**src/rtl/slsm_pkg.sv**
```systemverilog
`timescale 1ns / 1ps
`default_nettype none

package slsm_pkg;

  localparam int LOG_DEPTH_DEF = 16;

  localparam int OP_W     = 3;
  localparam int KIND_W   = 2;
  localparam int DATA_W   = 24;
  localparam int STAMP_W  = 16;
  localparam int BITIDX_W = 3;
  localparam int STATUS_W = 8;
  localparam int CFG_IDX_W = 2;
  localparam int ENTRY_W  = KIND_W + STAMP_W + DATA_W;

  localparam int BIT_HEATER   = 0;
  localparam int BIT_FAN      = 1;
  localparam int BIT_LOG_FULL = 3;
  localparam int BIT_NIGHT    = 4;

  localparam logic signed [DATA_W-1:0] TEMP_HIGH_RST  = 24'sd7680;
  localparam logic signed [DATA_W-1:0] TEMP_LOW_RST   = 24'sd3840;
  localparam logic signed [DATA_W-1:0] HUMID_HIGH_RST = 24'sd17920;
  localparam logic signed [DATA_W-1:0] LIGHT_LOW_RST  = 24'sd51200;

  typedef enum logic [OP_W-1:0] {
    OP_LOG       = 3'd0,
    OP_POP       = 3'd1,
    OP_SET_BIT   = 3'd2,
    OP_CLR_BIT   = 3'd3,
    OP_TGL_BIT   = 3'd4,
    OP_TICK      = 3'd5,
    OP_CLEAR_ALL = 3'd6
  } op_e;

  typedef enum logic [KIND_W-1:0] {
    KIND_TEMP  = 2'd0,
    KIND_HUMID = 2'd1,
    KIND_LIGHT = 2'd2,
    KIND_OTHER = 2'd3
  } kind_e;

  typedef enum logic [CFG_IDX_W-1:0] {
    CFG_TEMP_HIGH  = 2'd0,
    CFG_TEMP_LOW   = 2'd1,
    CFG_HUMID_HIGH = 2'd2,
    CFG_LIGHT_LOW  = 2'd3
  } cfg_idx_e;

  typedef struct packed {
    logic signed [DATA_W-1:0] temp_high;
    logic signed [DATA_W-1:0] temp_low;
    logic signed [DATA_W-1:0] humid_high;
    logic signed [DATA_W-1:0] light_low;
  } cfg_t;

  typedef struct packed {
    logic [OP_W-1:0]     op;
    logic [KIND_W-1:0]   kind;
    logic [DATA_W-1:0]   value;
    logic [BITIDX_W-1:0] bit_idx;
  } item_t;

  typedef struct packed {
    logic [KIND_W-1:0]  kind;
    logic [STAMP_W-1:0] stamp;
    logic [DATA_W-1:0]  value;
  } entry_t;

  typedef struct packed {
    logic push;
    logic pop;
    logic clear;
  } ring_cmd_t;

  typedef struct packed {
    logic pop_ok;
    logic full;
  } ring_stat_t;

endpackage

`default_nettype wire

```
**src/rtl/slsm_ram.sv**
```systemverilog
`timescale 1ns / 1ps
`default_nettype none

module slsm_ram #(
  parameter int WIDTH = 8,
  parameter int DEPTH = 16,
  localparam int ADDR_W = $clog2(DEPTH)
) (
  input  wire logic              clk_i,
  input  wire logic              we_i,
  input  wire logic [ADDR_W-1:0] waddr_i,
  input  wire logic [WIDTH-1:0]  wdata_i,
  input  wire logic [ADDR_W-1:0] raddr_i,
  output logic      [WIDTH-1:0]  rdata_o
);

  logic [WIDTH-1:0] mem [DEPTH];
  logic [WIDTH-1:0] rdata_q;

  always_ff @(posedge clk_i) begin
    if (we_i) begin
      mem[waddr_i] <= wdata_i;
    end
    rdata_q <= mem[raddr_i];
  end

  assign rdata_o = rdata_q;

endmodule

`default_nettype wire

```
**src/rtl/slsm_cfg.sv**
```systemverilog
`timescale 1ns / 1ps
`default_nettype none

module slsm_cfg (
  input  wire logic                             clk_i,
  input  wire logic                             rst_ni,
  input  wire logic                             we_i,
  input  wire logic [slsm_pkg::CFG_IDX_W-1:0]   idx_i,
  input  wire logic [slsm_pkg::DATA_W-1:0]      data_i,
  output slsm_pkg::cfg_t                        cfg_o
);

  slsm_pkg::cfg_t cfg_q, cfg_d;

  always_comb begin
    cfg_d = cfg_q;
    if (we_i) begin
      unique case (slsm_pkg::cfg_idx_e'(idx_i))
        slsm_pkg::CFG_TEMP_HIGH:  cfg_d.temp_high  = $signed(data_i);
        slsm_pkg::CFG_TEMP_LOW:   cfg_d.temp_low   = $signed(data_i);
        slsm_pkg::CFG_HUMID_HIGH: cfg_d.humid_high = $signed(data_i);
        slsm_pkg::CFG_LIGHT_LOW:  cfg_d.light_low  = $signed(data_i);
        default:                  cfg_d = cfg_q;
      endcase
    end
  end

  always_ff @(posedge clk_i or negedge rst_ni) begin
    if (!rst_ni) begin
      cfg_q.temp_high  <= slsm_pkg::TEMP_HIGH_RST;
      cfg_q.temp_low   <= slsm_pkg::TEMP_LOW_RST;
      cfg_q.humid_high <= slsm_pkg::HUMID_HIGH_RST;
      cfg_q.light_low  <= slsm_pkg::LIGHT_LOW_RST;
    end else begin
      cfg_q <= cfg_d;
    end
  end

  assign cfg_o = cfg_q;

endmodule

`default_nettype wire

```
**src/rtl/slsm_ring.sv**
```systemverilog
`timescale 1ns / 1ps
`default_nettype none

module slsm_ring #(
  parameter int LOG_DEPTH = slsm_pkg::LOG_DEPTH_DEF,
  localparam int PTR_W = $clog2(LOG_DEPTH),
  localparam int CNT_W = $clog2(LOG_DEPTH + 1)
) (
  input  wire logic                            clk_i,
  input  wire logic                            rst_ni,
  input  wire slsm_pkg::ring_cmd_t             cmd_i,
  input  wire logic [slsm_pkg::KIND_W-1:0]     kind_i,
  input  wire logic [slsm_pkg::DATA_W-1:0]     value_i,
  input  wire logic [slsm_pkg::STAMP_W-1:0]    stamp_i,
  output slsm_pkg::entry_t                     entry_o,
  output slsm_pkg::ring_stat_t                 stat_o,
  output logic      [CNT_W-1:0]                count_o
);

  localparam logic [CNT_W-1:0] DEPTH_CNT = CNT_W'(LOG_DEPTH);
  localparam logic [PTR_W-1:0] LAST_PTR  = PTR_W'(LOG_DEPTH - 1);

  logic [PTR_W-1:0] wp_q, wp_d, rp_q, rp_d;
  logic [CNT_W-1:0] cnt_q, cnt_d;
  logic             byp_hit_q, byp_hit_d;
  slsm_pkg::entry_t byp_data_q, wdata, rdata;
  slsm_pkg::ring_stat_t stat;

  function automatic logic [PTR_W-1:0] ptr_next(input logic [PTR_W-1:0] p);
    ptr_next = (p == LAST_PTR) ? '0 : p + 1'b1;
  endfunction

  assign wdata.kind  = kind_i;
  assign wdata.stamp = stamp_i;
  assign wdata.value = value_i;

  always_comb begin
    wp_d  = wp_q;
    rp_d  = rp_q;
    cnt_d = cnt_q;
    stat  = '0;
    if (cmd_i.clear) begin
      wp_d  = '0;
      rp_d  = '0;
      cnt_d = '0;
    end else if (cmd_i.push) begin
      wp_d = ptr_next(wp_q);
      if (cnt_q < DEPTH_CNT) begin
        cnt_d = cnt_q + 1'b1;
      end else begin
        rp_d = ptr_next(rp_q);
      end
      stat.full = (cnt_d == DEPTH_CNT);
    end else if (cmd_i.pop && (cnt_q != '0)) begin
      rp_d        = ptr_next(rp_q);
      cnt_d       = cnt_q - 1'b1;
      stat.pop_ok = 1'b1;
    end
  end

  // read of the slot being written in the same cycle returns the new entry
  assign byp_hit_d = cmd_i.push && (wp_q == rp_d);

  slsm_ram #(
    .WIDTH (slsm_pkg::ENTRY_W),
    .DEPTH (LOG_DEPTH)
  ) u_ram (
    .clk_i   (clk_i),
    .we_i    (cmd_i.push),
    .waddr_i (wp_q),
    .wdata_i (wdata),
    .raddr_i (rp_d),
    .rdata_o (rdata)
  );

  always_ff @(posedge clk_i or negedge rst_ni) begin
    if (!rst_ni) begin
      wp_q      <= '0;
      rp_q      <= '0;
      cnt_q     <= '0;
      byp_hit_q <= 1'b0;
    end else begin
      wp_q      <= wp_d;
      rp_q      <= rp_d;
      cnt_q     <= cnt_d;
      byp_hit_q <= byp_hit_d;
    end
  end

  always_ff @(posedge clk_i) begin
    byp_data_q <= wdata;
  end

  assign entry_o = byp_hit_q ? byp_data_q : rdata;
  assign stat_o  = stat;
  assign count_o = cnt_q;

  a_count_bound: assert property (@(posedge clk_i) disable iff (!rst_ni)
    cnt_q <= DEPTH_CNT)
    else $error("log count above depth");

  a_ptr_meet: assert property (@(posedge clk_i) disable iff (!rst_ni)
    (cnt_q == '0 || cnt_q == DEPTH_CNT) |-> wp_q == rp_q)
    else $error("pointers apart while log empty or full");

endmodule

`default_nettype wire

```
**src/rtl/slsm_flags.sv**
```systemverilog
`timescale 1ns / 1ps
`default_nettype none

module slsm_flags (
  input  wire logic                             clk_i,
  input  wire logic                             rst_ni,
  input  wire logic                             valid_i,
  input  wire slsm_pkg::item_t                  item_i,
  input  wire slsm_pkg::cfg_t                   cfg_i,
  input  wire logic                             full_i,
  output logic      [slsm_pkg::STATUS_W-1:0]    status_o,
  output logic      [slsm_pkg::STAMP_W-1:0]     tick_o
);

  logic [slsm_pkg::STATUS_W-1:0] status_q, status_d, bit_mask;
  logic [slsm_pkg::STAMP_W-1:0]  tick_q, tick_d;
  logic signed [slsm_pkg::DATA_W-1:0] val_s;

  assign val_s    = $signed(item_i.value);
  assign bit_mask = slsm_pkg::STATUS_W'(1) << item_i.bit_idx;

  always_comb begin
    status_d = status_q;
    tick_d   = tick_q;
    if (valid_i) begin
      unique case (slsm_pkg::op_e'(item_i.op))
        slsm_pkg::OP_LOG: begin
          case (slsm_pkg::kind_e'(item_i.kind))
            slsm_pkg::KIND_TEMP: begin
              status_d[slsm_pkg::BIT_FAN]    = (val_s > cfg_i.temp_high);
              status_d[slsm_pkg::BIT_HEATER] = (val_s < cfg_i.temp_low);
            end
            slsm_pkg::KIND_HUMID: begin
              if (val_s > cfg_i.humid_high) begin
                status_d[slsm_pkg::BIT_FAN] = 1'b1;
              end
            end
            slsm_pkg::KIND_LIGHT: begin
              status_d[slsm_pkg::BIT_NIGHT] = (val_s < cfg_i.light_low);
            end
            default: ;
          endcase
          status_d[slsm_pkg::BIT_LOG_FULL] = full_i;
        end
        slsm_pkg::OP_SET_BIT:   status_d = status_q | bit_mask;
        slsm_pkg::OP_CLR_BIT:   status_d = status_q & ~bit_mask;
        slsm_pkg::OP_TGL_BIT:   status_d = status_q ^ bit_mask;
        slsm_pkg::OP_TICK:      tick_d   = tick_q + 1'b1;
        slsm_pkg::OP_CLEAR_ALL: begin
          status_d = '0;
          tick_d   = '0;
        end
        default: ;
      endcase
    end
  end

  always_ff @(posedge clk_i or negedge rst_ni) begin
    if (!rst_ni) begin
      status_q <= '0;
      tick_q   <= '0;
    end else begin
      status_q <= status_d;
      tick_q   <= tick_d;
    end
  end

  assign status_o = status_q;
  assign tick_o   = tick_q;

  a_clear_all: assert property (@(posedge clk_i) disable iff (!rst_ni)
    valid_i && item_i.op == slsm_pkg::OP_CLEAR_ALL |=> tick_q == '0 && status_q == '0)
    else $error("clear all left status or tick set");

endmodule

`default_nettype wire

```
**src/rtl/sensor_log_status_monitor.sv**
```systemverilog
`timescale 1ns / 1ps
`default_nettype none

// sensor log and status monitor
// command channel: drive operation_i, sensor_kind_i, reading_value_i and bit_index_i
// with start_i high; the transaction is taken at that clock edge when busy_o is low.
// busy_o stays low, so a new command can be issued in every cycle.
// result channel: done_o is high for exactly one cycle per command, with status_bits_o,
// pop_valid_o, popped_kind_o, popped_stamp_o, popped_value_o and entries_held_o valid
// in that cycle; the receiver cannot stall, so the result must be taken then. one
// command gives one result, in order. the command passes the input register, then
// one pass of logic into the result registers; throughput: 1 command per cycle, set
// by the single log memory write port and the read from the next read pointer.
// limits are written through cfg_we_i / cfg_idx_i / cfg_data_i with no wait; the user
// must write them only while no command is in flight, which the block does not enforce.
// reset: log empty, pointers, status bits and tick at zero, limits at their
// defaults (30.0, 15.0, 70.0, 200.0 in Q15.8); the log memory is not cleared.

module sensor_log_status_monitor #(
  parameter int LOG_DEPTH = slsm_pkg::LOG_DEPTH_DEF,
  localparam int CNT_W = $clog2(LOG_DEPTH + 1)
) (
  input  wire logic                             clk_i,
  input  wire logic                             rst_ni,
  input  wire logic                             start_i,
  output logic                                  busy_o,
  input  wire logic [slsm_pkg::OP_W-1:0]        operation_i,
  input  wire logic [slsm_pkg::KIND_W-1:0]      sensor_kind_i,
  input  wire logic signed [slsm_pkg::DATA_W-1:0] reading_value_i,
  input  wire logic [slsm_pkg::BITIDX_W-1:0]    bit_index_i,
  output logic                                  done_o,
  output logic      [slsm_pkg::STATUS_W-1:0]    status_bits_o,
  output logic                                  pop_valid_o,
  output logic      [slsm_pkg::KIND_W-1:0]      popped_kind_o,
  output logic      [slsm_pkg::STAMP_W-1:0]     popped_stamp_o,
  output logic signed [slsm_pkg::DATA_W-1:0]    popped_value_o,
  output logic      [CNT_W-1:0]                 entries_held_o,
  input  wire logic                             cfg_we_i,
  input  wire logic [slsm_pkg::CFG_IDX_W-1:0]   cfg_idx_i,
  input  wire logic [slsm_pkg::DATA_W-1:0]      cfg_data_i
);

  logic                 valid_q, accept;
  slsm_pkg::item_t      item_q;
  slsm_pkg::cfg_t       cfg;
  slsm_pkg::ring_cmd_t  cmd;
  slsm_pkg::ring_stat_t stat;
  slsm_pkg::entry_t     entry;
  logic [slsm_pkg::STAMP_W-1:0] tick;

  logic                 done_q, pop_valid_q;
  slsm_pkg::entry_t     pop_q;

  assign busy_o = 1'b0;
  assign accept = start_i && !busy_o;

  always_ff @(posedge clk_i or negedge rst_ni) begin
    if (!rst_ni) begin
      valid_q <= 1'b0;
    end else begin
      valid_q <= accept;
    end
  end

  always_ff @(posedge clk_i) begin
    if (accept) begin
      item_q.op      <= operation_i;
      item_q.kind    <= sensor_kind_i;
      item_q.value   <= reading_value_i;
      item_q.bit_idx <= bit_index_i;
    end
  end

  assign cmd.push  = valid_q && (item_q.op == slsm_pkg::OP_LOG);
  assign cmd.pop   = valid_q && (item_q.op == slsm_pkg::OP_POP);
  assign cmd.clear = valid_q && (item_q.op == slsm_pkg::OP_CLEAR_ALL);

  slsm_cfg u_cfg (
    .clk_i  (clk_i),
    .rst_ni (rst_ni),
    .we_i   (cfg_we_i),
    .idx_i  (cfg_idx_i),
    .data_i (cfg_data_i),
    .cfg_o  (cfg)
  );

  slsm_ring #(
    .LOG_DEPTH (LOG_DEPTH)
  ) u_ring (
    .clk_i   (clk_i),
    .rst_ni  (rst_ni),
    .cmd_i   (cmd),
    .kind_i  (item_q.kind),
    .value_i (item_q.value),
    .stamp_i (tick),
    .entry_o (entry),
    .stat_o  (stat),
    .count_o (entries_held_o)
  );

  slsm_flags u_flags (
    .clk_i    (clk_i),
    .rst_ni   (rst_ni),
    .valid_i  (valid_q),
    .item_i   (item_q),
    .cfg_i    (cfg),
    .full_i   (stat.full),
    .status_o (status_bits_o),
    .tick_o   (tick)
  );

  always_ff @(posedge clk_i or negedge rst_ni) begin
    if (!rst_ni) begin
      done_q      <= 1'b0;
      pop_valid_q <= 1'b0;
    end else begin
      done_q      <= valid_q;
      pop_valid_q <= stat.pop_ok;
    end
  end

  always_ff @(posedge clk_i) begin
    pop_q <= stat.pop_ok ? entry : '0;
  end

  assign done_o         = done_q;
  assign pop_valid_o    = pop_valid_q;
  assign popped_kind_o  = pop_q.kind;
  assign popped_stamp_o = pop_q.stamp;
  assign popped_value_o = $signed(pop_q.value);

  a_done_follows: assert property (@(posedge clk_i) disable iff (!rst_ni)
    done_q |-> $past(start_i, 2))
    else $error("result strobe without a transaction");

  a_pop_in_result: assert property (@(posedge clk_i) disable iff (!rst_ni)
    pop_valid_q |-> done_q)
    else $error("pop flagged outside a result cycle");

endmodule

`default_nettype wire

```
**config.mk**
```make
export PLATFORM = sky130hd
export DESIGN_NAME = sensor_log_status_monitor
export DESIGN_NICKNAME = d
export VERILOG_FILES = /design/src/rtl/slsm_pkg.sv /design/src/rtl/slsm_ram.sv /design/src/rtl/slsm_cfg.sv /design/src/rtl/slsm_ring.sv /design/src/rtl/slsm_flags.sv /design/src/rtl/sensor_log_status_monitor.sv
export SDC_FILE = /design/constraint.sdc
export NUM_CORES = 1
export LEC_CHECK = 0
export ABC_AREA = 1
export BUFFER_PORTS_ARGS = -buffer_cell sky130_fd_sc_hd__buf_2
export CORE_MARGIN = 10
export CORE_UTILIZATION = 47
export CTS_CLUSTER_SIZE = 40
export DETAILED_ROUTE_END_ITERATION = 7
export GPL_TIMING_DRIVEN = 0
export PLACE_DENSITY = 0.68
export SETUP_SLACK_MARGIN = 0.5
export SYNTH_ARGS = -nofsm -noshare
export SYNTH_HDL_FRONTEND = slang
export SYNTH_SLANG_ARGS = --single-unit
```
**constraint.sdc**
```tcl
create_clock -name clk_i -period 3.75 [get_ports clk_i]
set_clock_uncertainty 0.05 [all_clocks]
set_input_delay 0 -clock clk_i [delete_from_list [all_inputs] [get_ports clk_i]]
set_output_delay 0 -clock clk_i [all_outputs]
set_load 0.05 [all_outputs]
```
[Word-level counts from Yosys, hierarchy flattened]
Memories as Yosys holds them, arrays and structs flattened. A register that Yosys moved wholly into a read port is not among the register bits.
Cells that the tools add are included.
Cells by class
  muxes and demuxes: 30
  magnitude comparators: 5
  equal/unequal tests: 19
  add/sub/neg operators: 5
  bitwise operators: 4
  shift-type cells: 1
  reductions and logical operators: 24
Operator list (number)
  $gt A24 B24 Y1: 2
  $lt A24 B24 Y1: 2
  $mux W42: 1
  $mux W4: 8
  $pmux W16 S2: 1
  $mux W5: 6
  $pmux W2 S5: 2
  $add A16 B1 Y16 const B: 1
  $reduce_and A2 Y1: 7
  $pmux W3 S4: 1
  $reduce_bool A5 Y1: 2
  $eq A3 B3 Y1 const B: 3
  $add A4 B1 Y4 const B: 2
  $and A8 B8 Y8: 1
  $eq A4 B4 Y1 const B: 2
  $mux W1: 8
  $not A8 Y8: 1
  $or A8 B8 Y8: 1
  $shl A1 B3 Y8 const A: 1
  $xor A8 B8 Y8: 1
  $eq A2 B2 Y1 const B: 3
  $eq A3 B2 Y1 const B: 2
  $reduce_and A3 Y1: 2
  $add A5 B1 Y5 const B: 1
  other kinds (19): 27
Storage, ports and cells
  bits in writable memories: 672
  memories: 1
  register bits after elaboration: 253
  input port bits: 62
  output and inout bits: 58
  word-level logic and storage cells: 116
Memory list
  u_ring.u_ram.mem: depth 16, width 42, read ports 1, clocked after Yosys merged registers in 1, write ports 1, RTL line slsm_ram.sv:17  | logic [WIDTH-1:0] mem [DEPTH];

[Depth between registers and ports, before layout]
  word-level depth: 8
  depth in mapped cells: 18

[By module]
Synthesis repeated with hierarchy kept, for this count alone.
Second synthesis, totals
  cells, all modules: 4262
  area, all modules: 42515.8 um2
By module, submodules not included
  slsm_ram: times used 1, cells an instance 2773, area an instance 29477.0 um2
  slsm_flags: times used 1, cells an instance 644, area an instance 4251.6 um2
  slsm_cfg: times used 1, cells an instance 428, area an instance 4090.2 um2
  slsm_ring: times used 1, cells an instance 239, area an instance 2388.5 um2
  sensor_log_status_monitor: times used 1, cells an instance 178, area an instance 2308.5 um2

[Worst setup path before layout]
OpenSTA, ideal clock, no wires.
  kind: reg-to-reg
  start point: reg item_q[29] in the netlist's numbering
  end point: mem u_ring.u_ram.mem[0][0] in the netlist's numbering (enable)
  data required time: 3.258 ns
  data arrival time: 2.998 ns
  buffers on the path: 1
  period minus slack after synthesis: 3.489 ns
  stages on the path, launching flop included: 7
  setup time: 0.442 ns
  path slack: 0.261 ns
  cells stage by stage: edfxtp_1 -> nor2_1 -> nand2_1 -> nor2_4 -> clkbuf_1 -> nand2_1 -> nor2_1
Between the ends
  word-level cells in the longest chain between the ends: 4
Ends and longest elaborated chain
  from (decl): RTL line sensor_log_status_monitor.sv:44  | slsm_pkg::item_t item_q;
  $logic_not A3 Y1: RTL line sensor_log_status_monitor.sv:74  | assign cmd.push = valid_q && (item_q.op == slsm_pkg::OP_LOG);
  $logic_and A1 B1 Y1: RTL line sensor_log_status_monitor.sv:74
  $mux W1: RTL line slsm_ram.sv:21  | if (we_i) begin
  $mux W1 (implied by the code): RTL line slsm_ram.sv:22  | mem[waddr_i] <= wdata_i;
  to (decl): RTL line slsm_ram.sv:17
Every way passes these cells.

[Worst setup path after layout]
  start point: reg item_q[31] in the netlist's numbering
  end point: mem u_ring.u_ram.mem[5][32] in the netlist's numbering (enable)
Same word-level chain as after synthesis.

==> results.sh <==
export IMPL_cts_clk_slew_worst_paths_ns=0.06
export IMPL_synth_top_area_share_pct=50.5
export IMPL_synthCells=4144
export IMPL_crit_type="register to register"
export IMPL_num_rows=109
export IMPL_drt_pass1_iterations=6
export IMPL_pwr_share_seq_pct=39.4
export IMPL_netlist_top_cells_count="1,150 x nand2_1, 704 x edfxtp_1, 630 x inv_1"
export IMPL_powerDensity_nw_per_um2=663
export IMPL_viasPerCell=5.46
export IMPL_synth_area_sq_um=41800
export IMPL_maxCapViolations=0
export IMPL_synth_edf_count=704
export IMPL_tritoncts="built"
export IMPL_synth_distinct_cells=42
export IMPL_post_dp_cell_area_sq_um=44600
export IMPL_cp_required_ns=3.99
export IMPL_path_max_fanout=10
export IMPL_status="finished clean"
export IMPL_leakagePower_nw=21.4
export IMPL_worst_slack_ns=0.506
export IMPL_cp_top_family="simple AND/OR/NAND/NOR gates"
export IMPL_io_pins=120
export IMPL_crit_buf_inv=2
export IMPL_yosys_top_cells_area="edfxtp_1 51%, nand2_1 10%, dfrtp_1 7.4%, dfxtp_1 6.0%, nand3_1 5.9%"
export IMPL_internal_power_mw=20.9
export IMPL_clock_sinks=967
export IMPL_finish_utilization_pct=55.6
export IMPL_port_buffers=118
export IMPL_final_setup_viol_count=0
export IMPL_postRouteAntennaNets=0
export IMPL_power_frac_comb_pct=29.7
export IMPL_stdcell_count=5753
export IMPL_crit_chain="clkinvlp_4, nand2_2, nor2_4, clkbuf_1, nand2_1, nor2_2"
export IMPL_wl_per_cell_microns=22.0
export IMPL_hpwlAfterDp_microns=81000
export IMPL_area_growth_synth_to_final_pct=17.4
export IMPL_slew_headroom_pct=20.5
export IMPL_worstMarginPinSlew_ns=1.19
export IMPL_grt_pass1_wl_microns=187000
export IMPL_crit_arrival_ns=3.48
export IMPL_syn_avg_cell_area_sq_um=10.1
export IMPL_cts_inserted_buffers=100
export IMPL_fin_crit_ns=3.24
export IMPL_dieArea_sq_um=101000
export IMPL_die_h_microns=318
export IMPL_p_clk_share_pct=30.8
export IMPL_drive_above_1_share_pct=10.4
export IMPL_fmax_mhz=308
export IMPL_holdCritPathClass="input pin to register"
export IMPL_dr_total_vias=31405
export IMPL_crit_slowest_cell="nor2_2"
export IMPL_fin_nets=4682
export IMPL_start_util_pct=47.4
export IMPL_p_sw_mw=11.7
export IMPL_wl_microns=126000
export IMPL_crit_path_max_incr_delay_ns=0.83
export IMPL_yosysMostFrequentCell="nand2_1"
export IMPL_yosysWarnings=0
export IMPL_crit_path_start_kind="register"
export IMPL_die_x_microns=318
export IMPL_htree_levels=3
export IMPL_synth_seq_area_share_pct=64.8
export IMPL_clock_path_buffers=3
export IMPL_overflow=0
export IMPL_crit_path_end_kind="register"
export IMPL_syn_nets=4325
export IMPL_pre_cts_ws_ns=0.104
export IMPL_dp_cells=5451
export IMPL_final_area_sq_um=49100
export IMPL_synth_flop_cell="edfxtp_1"
export IMPL_nFillCells=7397
export IMPL_gp_congestion=0.877
export IMPL_ys_async_sr_fraction_pct=14.2
export IMPL_p_sw_share_pct=35.9
export IMPL_grt_antenna_before_repair=3
export IMPL_rsz0062_at_grt="false"
export IMPL_drt_initial_drc_count=3571
export IMPL_insertion_delay_ns=0.67
export IMPL_yosys_area_top_type="edfxtp_1"
export IMPL_period_share_pct=86.5
export IMPL_grt_max_degree=100
export IMPL_root_buffer="clkbuf_16"
export IMPL_ir_drop_v=0.000474
export IMPL_drc=0
export IMPL_grt_use_total_pct=24.1
export IMPL_grt_pass1_vias=30644
export IMPL_hold_viol_final=0
export IMPL_drv_slew=0
export IMPL_ys_ff_latch=967
export IMPL_coreArea_sq_um=88400
[sequential cells by signal (all words and copies together), names as in the netlist, 2 cells and up]
register	count
u_flags.status_o	8
popped_value_o	24
u_ring.wp_q	4
u_flags.tick_o	16
u_ring.count_o	5
item_q	32
u_ring.u_ram.rdata_o	42
u_cfg.cfg_o	96
u_ring.byp_data_q	42
u_ring.rp_q	4
u_ring.u_ram.mem	672
popped_stamp_o	16
popped_kind_o	2
[final timing paths]
path,start,endpoint,slack [ns],depth (start not counted)
hold reg to reg,u_ring.u_ram.rdata_o[7]$_DFF_P_,popped_value_o[7]$_SDFF_PN0_,0.39,2
setup reg to reg,item_q[31]$_DFFE_PP_,u_ring.u_ram.mem[5][32]$_DFFE_PP_,0.51,6
setup / recovery,item_q[31]$_DFFE_PP_,u_ring.u_ram.mem[5][32]$_DFFE_PP_,0.51,6
min in group asynchronous,rst_ni,u_flags.status_o[6]$_DFFE_PN0P_,0.45,4
hold / removal,reading_value_i[18],item_q[21]$_DFFE_PP_,0.02,2
max in group asynchronous,rst_ni,u_cfg.cfg_o[14]$_DFFE_PN1P_,2.69,4
[power groups by stage]
stage          registers (mW)  logic, mW  clock network [mW]
6_report                 12.8       9.68                10.0
5_1_grt                  12.9       10.5                10.5
4_1_cts                  12.8       9.44                10.1
3_5_place_dp             13.0       9.25                   0
3_3_place_gp             13.0       9.07                   0
2_1_floorplan            13.1       5.68                   0
[cells in the final DEF, fill, tap and decap left out, types with 3 or more instances in the layout]
cell / n
o21ai_0: 134
clkbuf_4: 5
buf_6: 3
nor2_1: 68
nor3_1: 13
clkbuf_8: 20
o211ai_1: 7
clkbuf_16: 102
dfxtp_1: 126
clkbuf_1: 117
a21o_1: 4
xor2_1: 3
buf_2: 183
edfxtp_1: 704
buf_16: 8
buf_1: 6
inv_6: 5
a21oi_1: 111
dfrtp_1: 123
dlygate4sd3_1: 93
nand4_1: 185
inv_1: 629
nor2_4: 19
nand3_1: 491
bufinv_16: 6
clkinv_1: 9
nand2_2: 3
clkinv_2: 14
buf_4: 34
ha_1: 119
inv_2: 4
a211oi_1: 4
clkbuf_2: 21
nand2_1: 1148
dfstp_2: 14
buf_12: 21
[kinds of logic after synthesis]
family          count (synthesis)  share of synthesized area, %
buf+inv                       847                          8.02
fa+ha+maj                     119                          3.56
flops                         967                          64.8
simple gates                 1934                          20.1
xor+xnor                        3                        0.0628
other cells                     1                       0.00896
compound gates                273                          3.48
[per-layer routing]
| metal | global-route usage (%) | vias to the layer above | part of all wire, % |
|---|---|---|---|
| li1 | - | 14468 | - |
| met1 | 29.8 | 14921 | 38 |
| met2 | 39.8 | 1655 | 47 |
| met3 | 5.06 | 359 | 9.9 |
| met4 | 11.8 | 2 | 4.7 |
| met5 | 0 | - | 0.010 |
[timing repair]
action | 4_1_cts | 5_1_grt
buffers inserted | 10 | 6
gates resized for setup | 26 | 20
pin swaps | 7 | 5
setup endpoints to repair | 277 | 297
hold endpoints to repair | 284 | 0
hold buffers | 94 | 0
cloned | 2 | 1
[through the flow]
step	hold WS [ns]	total power [mW]	setup TNS, ns
after floorplan	-0.346	18.8	0
after global placement	0.127	22.1	-1380.26
after detailed placement	-0.101	22.3	0
after CTS	0.00175	32.4	0
after global routing	0.0325	33.9	0
final	0.0233	32.6	0
[worst reg2reg max path, delay by kind of cell, from the launching register on]
family        cells  cell delay, ns
simple gates      4            1.68
buf+inv           2            0.68
flops             1            0.47
[cell type report]
| class | count | area (sq um) | area share (%) |
|---|---|---|---|
| Multi-Input combinational cell | 2333 | 11600 | 23.5 |
| Antenna cell | 1 | 2.50 | 0.00509 |
| Clock inverter | 36 | 365 | 0.744 |
| Timing Repair Buffer | 252 | 2260 | 4.60 |
| Buffer | 210 | 1020 | 2.09 |
| Clock buffer | 152 | 2940 | 5.99 |
| Inverter | 637 | 2400 | 4.88 |
| Tap cell | 1165 | 1460 | 2.97 |
| Sequential cell | 967 | 27100 | 55.2 |
Note: power is estimated with default switching activity, not from simulation.
